File: config.mk
export PLATFORM = sky130hd
export DESIGN_NAME = resp_reply_decoder
export DESIGN_NICKNAME = d
export VERILOG_FILES = /design/src/hw/rtl/rrd_pkg.sv /design/src/hw/rtl/rrd_in_stage.sv /design/src/hw/rtl/rrd_parser.sv /design/src/hw/rtl/rrd_out_stage.sv /design/src/hw/rtl/resp_reply_decoder.sv
export SDC_FILE = /design/constraint.sdc
export NUM_CORES = 1
export LEC_CHECK = 0
export BUFFER_PORTS_ARGS = -buffer_cell sky130_fd_sc_hd__buf_4
export CAP_MARGIN = 20
export CORE_AREA = 2 2 81 83
export DETAILED_ROUTE_END_ITERATION = 8
export DIE_AREA = 0 0 83 85
export PLACE_DENSITY = 0.92
export SKIP_LAST_GASP = 1
export SLEW_MARGIN = 25
export SYNTH_ARGS = -nofsm -noshare
export SYNTH_HDL_FRONTEND = slang
export SYNTH_SLANG_ARGS = --single-unit
File: constraint.sdc
create_clock -name clk -period 5.7 [get_ports clk]
set_input_delay 0.285 -clock clk [delete_from_list [all_inputs] [get_ports clk]]
set_output_delay 0.285 -clock clk [all_outputs]
set_load 0.005 [all_outputs]
File: src/hw/rtl/rrd_pkg.sv
// Shared types and constants for the RESP2 reply decoder.
// Used by every module of resp_reply_decoder; depends on nothing.
`timescale 1ns / 1ps
`default_nettype none

package rrd_pkg;

  // Longest bulk length kept; larger decimal lengths saturate here.
  localparam int MAX_REPLY_BYTES = 4096;
  localparam int LEN_W           = $clog2(MAX_REPLY_BYTES + 1);
  // len * 10 + 9 always fits in four more bits
  localparam int PROD_W          = LEN_W + 4;

  localparam logic [7:0] CH_NUL    = 8'h00;
  localparam logic [7:0] CH_CR     = 8'h0D;
  localparam logic [7:0] CH_DOLLAR = 8'h24;
  localparam logic [7:0] CH_PLUS   = 8'h2B;
  localparam logic [7:0] CH_MINUS  = 8'h2D;
  localparam logic [7:0] CH_DIG0   = 8'h30;
  localparam logic [7:0] CH_DIG9   = 8'h39;
  localparam logic [7:0] CH_COLON  = 8'h3A;

  typedef enum logic [2:0] {
    PH_TYPE    = 3'd0,
    PH_STREAM  = 3'd1,
    PH_INT     = 3'd2,
    PH_SIGN    = 3'd3,
    PH_DIGITS  = 3'd4,
    PH_SKIP    = 3'd5,
    PH_BULK    = 3'd6,
    PH_DISCARD = 3'd7
  } phase_t;

  typedef enum logic [2:0] {
    KIND_STATUS = 3'd0,
    KIND_ERROR  = 3'd1,
    KIND_BULK   = 3'd2,
    KIND_INT    = 3'd3,
    KIND_NIL    = 3'd4
  } kind_t;

  typedef struct packed {
    logic [7:0] data_byte;
    logic       frame_end;
  } item_t;

  typedef struct packed {
    kind_t      reply_kind;
    logic       has_data;
    logic [7:0] payload_byte;
    logic       reply_done;
  } result_t;

endpackage

`default_nettype wire

File: src/hw/rtl/rrd_in_stage.sv
// Input register of the reply decoder: holds one received byte until the
// parser takes it. Depends on rrd_pkg.
`timescale 1ns / 1ps
`default_nettype none

module rrd_in_stage (
  input  wire logic          clk,
  input  wire logic          rst_n,
  input  wire logic          in_valid,
  output logic               in_stall,
  input  wire rrd_pkg::item_t in_item,
  input  wire logic          take,
  output logic               item_valid,
  output rrd_pkg::item_t     item
);

  logic           valid_r;
  logic           valid_nxt;
  rrd_pkg::item_t item_r;

  // stall only when holding a byte the parser cannot take this cycle
  assign in_stall  = valid_r && !take;
  assign valid_nxt = in_stall ? valid_r : in_valid;

  always_ff @(posedge clk) begin
    if (!rst_n) begin
      valid_r <= 1'b0;
    end else begin
      valid_r <= valid_nxt;
    end
  end

  always_ff @(posedge clk) begin
    if (in_valid && !in_stall) begin
      item_r <= in_item;
    end
  end

  assign item_valid = valid_r;
  assign item       = item_r;

endmodule

`default_nettype wire

File: src/hw/rtl/rrd_parser.sv
// Parse state and one-byte step of the RESP2 reply decoder.
// Depends on rrd_pkg.
`timescale 1ns / 1ps
`default_nettype none

module rrd_parser (
  input  wire logic             clk,
  input  wire logic             rst_n,
  input  wire logic             step_en,
  input  wire rrd_pkg::item_t   item,
  output logic                  res_valid,
  output rrd_pkg::result_t      res
);

  rrd_pkg::phase_t            phase_r, phase_nxt;
  rrd_pkg::kind_t             type_r, type_nxt;
  logic                       neg_r, neg_nxt;
  logic [1:0]                 dc_r, dc_nxt;
  logic [rrd_pkg::LEN_W-1:0]  len_r, len_nxt;

  logic                       emit;
  rrd_pkg::result_t           res_c;
  rrd_pkg::phase_t            fin_phase;
  logic [7:0]                 b;
  logic                       fe;
  logic                       is_digit;
  logic [rrd_pkg::PROD_W-1:0] len_prod;
  logic [rrd_pkg::LEN_W-1:0]  len_dig;
  logic [1:0]                 dc_dig;
  logic [rrd_pkg::LEN_W-1:0]  len_dec;

  function automatic logic is_nil(logic neg, logic [1:0] dc,
                                  logic [rrd_pkg::LEN_W-1:0] len);
    return neg && (dc == 2'd1) && (len == rrd_pkg::LEN_W'(1));
  endfunction

  function automatic rrd_pkg::result_t mk_res(rrd_pkg::kind_t kind, logic data,
                                              logic [7:0] pb, logic done);
    rrd_pkg::result_t r;
    r.reply_kind   = kind;
    r.has_data     = data;
    r.payload_byte = data ? pb : 8'h00;
    r.reply_done   = done;
    return r;
  endfunction

  assign b         = item.data_byte;
  assign fe        = item.frame_end;
  assign fin_phase = fe ? rrd_pkg::PH_TYPE : rrd_pkg::PH_DISCARD;
  assign is_digit  = (b >= rrd_pkg::CH_DIG0) && (b <= rrd_pkg::CH_DIG9);

  // len * 10 + digit, saturated
  assign len_prod = rrd_pkg::PROD_W'({len_r, 3'b000}) + rrd_pkg::PROD_W'({len_r, 1'b0})
                  + rrd_pkg::PROD_W'(b[3:0]);
  assign len_dig  = (len_prod > rrd_pkg::PROD_W'(rrd_pkg::MAX_REPLY_BYTES))
                  ? rrd_pkg::LEN_W'(rrd_pkg::MAX_REPLY_BYTES)
                  : len_prod[rrd_pkg::LEN_W-1:0];
  assign dc_dig   = (dc_r == 2'd2) ? 2'd2 : dc_r + 2'd1;
  assign len_dec  = (len_r != '0) ? len_r - rrd_pkg::LEN_W'(1) : len_r;

  always_comb begin
    phase_nxt = phase_r;
    type_nxt  = type_r;
    neg_nxt   = neg_r;
    dc_nxt    = dc_r;
    len_nxt   = len_r;
    emit      = 1'b0;
    res_c     = mk_res(rrd_pkg::KIND_STATUS, 1'b0, 8'h00, 1'b0);

    unique case (phase_r) inside
      rrd_pkg::PH_TYPE: begin
        neg_nxt = 1'b0;
        dc_nxt  = 2'd0;
        len_nxt = '0;
        if (b == rrd_pkg::CH_PLUS || b == rrd_pkg::CH_MINUS ||
            b == rrd_pkg::CH_COLON || b == rrd_pkg::CH_DOLLAR) begin
          if (b == rrd_pkg::CH_PLUS) begin
            type_nxt  = rrd_pkg::KIND_STATUS;
            phase_nxt = rrd_pkg::PH_STREAM;
          end else if (b == rrd_pkg::CH_MINUS) begin
            type_nxt  = rrd_pkg::KIND_ERROR;
            phase_nxt = rrd_pkg::PH_STREAM;
          end else if (b == rrd_pkg::CH_COLON) begin
            type_nxt  = rrd_pkg::KIND_INT;
            phase_nxt = rrd_pkg::PH_INT;
          end else begin
            type_nxt  = rrd_pkg::KIND_BULK;
            phase_nxt = rrd_pkg::PH_SIGN;
          end
          if (fe) begin
            phase_nxt = fin_phase;
            emit      = 1'b1;
            res_c     = mk_res(type_nxt, 1'b0, 8'h00, 1'b1);
          end
        end else begin
          // unknown type byte, including an empty response: drop the buffer
          phase_nxt = fin_phase;
        end
      end

      rrd_pkg::PH_STREAM, rrd_pkg::PH_INT, rrd_pkg::PH_BULK: begin
        emit = 1'b1;
        if (b == rrd_pkg::CH_NUL ||
            (phase_r == rrd_pkg::PH_INT && b == rrd_pkg::CH_CR)) begin
          phase_nxt = fin_phase;
          res_c     = mk_res(type_r, 1'b0, 8'h00, 1'b1);
        end else if (phase_r == rrd_pkg::PH_BULK) begin
          len_nxt = len_dec;
          if (fe || len_dec == '0) begin
            phase_nxt = fin_phase;
          end
          res_c = mk_res(type_r, 1'b1, b, fe || len_dec == '0);
        end else begin
          if (fe) begin
            phase_nxt = fin_phase;
          end
          res_c = mk_res(type_r, 1'b1, b, fe);
        end
      end

      rrd_pkg::PH_SIGN, rrd_pkg::PH_DIGITS: begin
        phase_nxt = rrd_pkg::PH_DIGITS;
        if (phase_r == rrd_pkg::PH_SIGN && b == rrd_pkg::CH_MINUS) begin
          neg_nxt = 1'b1;
          if (fe) begin
            phase_nxt = fin_phase;
            emit      = 1'b1;
            res_c     = mk_res(is_nil(1'b1, dc_r, len_r) ? rrd_pkg::KIND_NIL
                                                         : rrd_pkg::KIND_BULK,
                               1'b0, 8'h00, 1'b1);
          end
        end else if (is_digit) begin
          len_nxt = len_dig;
          dc_nxt  = dc_dig;
          if (fe) begin
            phase_nxt = fin_phase;
            emit      = 1'b1;
            res_c     = mk_res(is_nil(neg_r, dc_dig, len_dig) ? rrd_pkg::KIND_NIL
                                                              : rrd_pkg::KIND_BULK,
                               1'b0, 8'h00, 1'b1);
          end
        end else if (is_nil(neg_r, dc_r, len_r) || b == rrd_pkg::CH_NUL || fe) begin
          phase_nxt = fin_phase;
          emit      = 1'b1;
          res_c     = mk_res(is_nil(neg_r, dc_r, len_r) ? rrd_pkg::KIND_NIL
                                                        : rrd_pkg::KIND_BULK,
                             1'b0, 8'h00, 1'b1);
        end else begin
          // the byte that ends the digits is skipped, and the next one too
          phase_nxt = rrd_pkg::PH_SKIP;
        end
      end

      rrd_pkg::PH_SKIP: begin
        if (b == rrd_pkg::CH_NUL || fe || (!neg_r && len_r == '0)) begin
          phase_nxt = fin_phase;
          emit      = 1'b1;
          res_c     = mk_res(rrd_pkg::KIND_BULK, 1'b0, 8'h00, 1'b1);
        end else begin
          // negative length other than nil: payload runs to buffer end
          phase_nxt = neg_r ? rrd_pkg::PH_STREAM : rrd_pkg::PH_BULK;
        end
      end

      rrd_pkg::PH_DISCARD: begin
        if (fe) begin
          phase_nxt = rrd_pkg::PH_TYPE;
        end
      end
    endcase
  end

  always_ff @(posedge clk) begin
    if (!rst_n) begin
      phase_r <= rrd_pkg::PH_TYPE;
      type_r  <= rrd_pkg::KIND_STATUS;
      neg_r   <= 1'b0;
      dc_r    <= 2'd0;
      len_r   <= '0;
    end else if (step_en) begin
      phase_r <= phase_nxt;
      type_r  <= type_nxt;
      neg_r   <= neg_nxt;
      dc_r    <= dc_nxt;
      len_r   <= len_nxt;
    end
  end

  assign res_valid = step_en && emit;
  assign res       = res_c;

endmodule

`default_nettype wire

File: src/hw/rtl/rrd_out_stage.sv
// Result register of the reply decoder: holds one result until the
// receiver takes it. Depends on rrd_pkg.
`timescale 1ns / 1ps
`default_nettype none

module rrd_out_stage (
  input  wire logic             clk,
  input  wire logic             rst_n,
  input  wire logic             push,
  input  wire rrd_pkg::result_t res,
  output logic                  ready,
  output logic                  out_valid,
  input  wire logic             out_stall,
  output rrd_pkg::result_t      out_res
);

  logic             valid_r;
  logic             valid_nxt;
  rrd_pkg::result_t res_r;

  // free when empty or when the held result leaves at this edge
  assign ready     = !valid_r || !out_stall;
  assign valid_nxt = ready ? push : valid_r;

  always_ff @(posedge clk) begin
    if (!rst_n) begin
      valid_r <= 1'b0;
    end else begin
      valid_r <= valid_nxt;
    end
  end

  always_ff @(posedge clk) begin
    if (ready && push) begin
      res_r <= res;
    end
  end

  assign out_valid = valid_r;
  assign out_res   = res_r;

endmodule

`default_nettype wire

File: src/hw/rtl/resp_reply_decoder.sv
// A byte accepted into the input register is parsed combinationally; its result
// enters the output register at the edge where the parse step is enabled.
// Throughput: one byte per cycle while the receiver takes results; a stalled
// result lets one more byte into the input register, then stalls the input.
// Reset (rst_n low, synchronous): parser back to awaiting a type byte, length
// state cleared, input and result registers emptied.
// Top level; depends on rrd_pkg, rrd_in_stage, rrd_parser, rrd_out_stage.
`timescale 1ns / 1ps
`default_nettype none

module resp_reply_decoder (
  input  wire logic       clk,
  input  wire logic       rst_n,
  input  wire logic       in_valid,
  output logic            in_stall,
  input  wire logic [7:0] in_data_byte,
  input  wire logic       in_frame_end,
  output logic            out_valid,
  input  wire logic       out_stall,
  output logic [2:0]      out_reply_kind,
  output logic            out_has_data,
  output logic [7:0]      out_payload_byte,
  output logic            out_reply_done
);

  rrd_pkg::item_t   in_item;
  rrd_pkg::item_t   item;
  logic             item_valid;
  logic             out_ready;
  logic             step_en;
  logic             res_valid;
  rrd_pkg::result_t res;
  rrd_pkg::result_t out_res;

  assign in_item.data_byte = in_data_byte;
  assign in_item.frame_end = in_frame_end;

  // parse step advances only when the result register can take its output
  assign step_en = item_valid && out_ready;

  rrd_in_stage u_in (
    .clk        (clk),
    .rst_n      (rst_n),
    .in_valid   (in_valid),
    .in_stall   (in_stall),
    .in_item    (in_item),
    .take       (out_ready),
    .item_valid (item_valid),
    .item       (item)
  );

  rrd_parser u_parser (
    .clk       (clk),
    .rst_n     (rst_n),
    .step_en   (step_en),
    .item      (item),
    .res_valid (res_valid),
    .res       (res)
  );

  rrd_out_stage u_out (
    .clk       (clk),
    .rst_n     (rst_n),
    .push      (res_valid),
    .res       (res),
    .ready     (out_ready),
    .out_valid (out_valid),
    .out_stall (out_stall),
    .out_res   (out_res)
  );

  assign out_reply_kind   = out_res.reply_kind;
  assign out_has_data     = out_res.has_data;
  assign out_payload_byte = out_res.payload_byte;
  assign out_reply_done   = out_res.reply_done;

endmodule

`default_nettype wire

==> flow_summary.toml <==
[place]
gp_congestion = 1.02
hpwlAfterDp_um = 7990
dpl_worst_slack_ns = 1.96
port_buffers = 27
placed_area_mm2 = 0.00404

[drt]
drc = 0
via_count = 3912
routed_wirelength_um = 10700
met3WireLength_um = 1050
dr.max_layer_used = "met4"
wl_met1_um = 4300
met2_length_um = 4950
drtIter0Drc = 479
vias_per_cell = 7.11
wl_per_cell_um = 19.4
antenna_left = 0
drtPass1Iterations = 8

[clock_tree]
cts_tree = "done"
cts.repair.resized = 0
cts_root_buffer = "clkbuf_8"
post-cts-setup-buffers = 0
cts.sinks = 45
ctsHoldBuffers = 0
cts-htree-levels = 2
clockBufferDepth = 2
clk_pin_slew_worst_paths_ns = 0.08
clock_latency_ns = 0.30
cts_made_buffers = 5

[yosys]
netlist_instances = 459
yosys.area.top_type = "edfxtp_1"
syn_area_mm2 = 0.00384
syn_avg_cell_area_um2 = 8.36
synth_area_leaders = "edfxtp_1, dfxtp_1, ha_1"
ys_seq_elements = 45
synth_top_area_share_pct = 17.2
synth-compound-area-share_pct = 27.5
yosys_warnings = 0
muxShareOfSynthArea_pct = 1.30
async_reset_ff_share_pct = 0
synthAdderAreaFrac_pct = 10.8
synth-xor-area-share_pct = 2.51
synthSimpleGateAreaFrac_pct = 23.8
synth_cell_types = 69
synth_nets = 504
ys_seq_area_share_pct = 29.2
yosys-top-cells-count = "o21ai_0, a21oi_1, nor2_1"
synth_enable_flop_cells = 22
yosysMostFrequentCell = "o21ai_0"
ys.flop_type = "dfxtp_1"
synth_top_family_by_area = "compound AO/OA/AOI/OAI gates"

[flow_run]
cap_violations = 0

[timing]
relSlewSlack_pct = 39.4
drv_slew = 0
finalCritPeriodShare_pct = 67.9
fin_tns_setup_ns = 0
setup_slack_ns = 1.83
setup_viol = 0
finalHoldViolations = 0
max_freq_ghz = 0.258
period_needed_ns = 3.87
max_slew.worst_pin.slew_ns = 0.901
rsz0062_at_grt = "no"
worst_clock_skew_ns = 0.00467

[critical_path]
rrSetupSlack_ns = 1.83
crit_chain = "inv_1, fa_1, inv_1, fa_1, a21oi_1, o221ai_1, a211o_1, mux2i_1, or4b_1, a41o_1"
cpPeakStageDelay_ns = 0.57
start_kind = "register"
crit_type = "reg2reg"
critPathSlowestCell = "fa_1"
r2r_cells = 10
end_kind = "register"
cp.arrival_ns = 3.93
crit_required_ns = 5.77
r2r_end = "u_out.out_res[11]"
crit_fanout = 10
r2r_start = "u_parser.len_r[0]"

[global_routing]
grt_antenna_before_repair = 0
grt-ovfl-total = 0
grt_pass1_wl_um = 17000
grt_pass1_vias = 3452
grt_max_degree = 20
track_usage_pct = 29.5

[power]
leakage_nw = 1.72
power_density_mw_per_mm2 = 201
ir_worst_vdd_v = 0.000157

[hold_path]
holdPathStages = 1
hold_end = "u_in.item[0]"
min_from = "in_frame_end"
hp-class = "in2reg"

[floorplan]
ios = 28
die_w_um = 83
core_area_mm2 = 0.00620
die_area_mm2 = 0.00706
die_h_um = 85
num_rows = 29
initial_core_util_pct = 61.8

[finish]
nets = 517
design_area_mm2 = 0.00416
drive_gt1_share_pct = 11.8
n_antenna_cell = 0
fin_util_pct = 67.0
area_growth_pct = 8.32

[status]
status = "complete, no violations"
## worst max-delay path: cells and delay by family, from the launching register on
kind | cells | cell delay [ns]
buffers and inverters | 2 | 0.26
AO/OA/AOI/OAI | 4 | 1.05
multiplexers | 1 | 0.17
AND/OR/NAND/NOR | 1 | 0.56
adder cells (fa/ha/maj) | 2 | 1.04
flip-flops | 1 | 0.53
## flip-flops by register name (all words and copies together), names as in the netlist
name / cells
u_out.out_res: 13
u_parser.len_r: 13
u_in.item: 9
u_parser.phase_r: 3
u_parser.dc_r: 2
u_parser.type_r: 2
u_in.item_valid: 1
u_out.out_valid: 1
u_parser.neg_r: 1
## how the worst max path moves through the flow
stage                                 start           endpoint  slack, ns  cells past startpoint
after floorplan           u_parser.len_r[0]  u_out.out_res[11]       2.27                     10
after global placement    u_parser.len_r[0]  u_out.out_res[11]       2.04                     10
after detailed placement  u_parser.len_r[0]  u_out.out_res[11]       1.96                     10
after CTS                 u_parser.len_r[0]  u_out.out_res[11]       1.89                     10
after global routing      u_parser.len_r[0]  u_out.out_res[11]       1.65                     11
final                     u_parser.len_r[0]  u_out.out_res[11]       1.83                     10
## cell usage in the layout, fill, tap and decap left out, types with 6 or more instances in the layout
master / netlist / layout
o21ai_0: 42 / 42
nor2_1: 34 / 33
a21oi_1: 34 / 33
nand2_1: 31 / 31
ha_1: 30 / 30
buf_4: 0 / 28
dfxtp_1: 23 / 23
inv_1: 22 / 22
edfxtp_1: 22 / 22
nor3_1: 18 / 18
nand3_1: 17 / 17
and2_1: 10 / 10
and3_1: 8 / 8
nand4_1: 7 / 7
nor4_1: 7 / 7
xor2_1: 7 / 7
nor2b_1: 6 / 6
a32o_1: 6 / 6
## per-stage QoR
stage	hold WS, ns	power, mW	std cells
floorplan	0.384	0.535	459
global placement	0.442	0.585	542
detailed placement	0.450	0.591	542
CTS	0.161	0.825	550
global route	0.149	0.869	550
finish	0.156	0.837	550
## per-layer routing
| metal | vias up | track usage (%) |
|---|---|---|
| met5 | - | 0 |
| met4 | 0 | 11.6 |
| met3 | 49 | 6.52 |
| met2 | 265 | 47.9 |
| met1 | 1804 | 38.6 |
| li1 | 1794 | - |
## final cells by class
type / count / area (um2)
clock buffers: 6 / 72.6
clock inverters: 2 / 33.8
fillers: 496 / 2050
inverters: 23 / 86.3
multi-input cells: 369 / 2530
flip-flops and latches: 45 / 1120
well taps: 77 / 96.3
repair buffers: 28 / 210
## logic make-up (layout without fill, tap and decap cells)
| logic type | after synthesis | after routing |
|---|---|---|
| AOI/OAI and AO/OA | 152 | 152 |
| xor gates and xnor gates | 11 | 11 |
| buffers and inverters | 45 | 59 |
| and+or+nand+nor | 169 | 169 |
| adders and majority gates | 32 | 32 |
| muxes | 5 | 5 |
| DFF | 45 | 45 |
## where the power goes
part	internal, mW	leakage [nW]	total, mW	switching (mW)
Combinational	0.0848	1.26	0.221	0.137
Clock	0.130	0.0528	0.241	0.111
Sequential	0.351	0.408	0.374	0.0236
Total	0.565	1.72	0.837	0.271
Power figures use the tool's default switching activity.
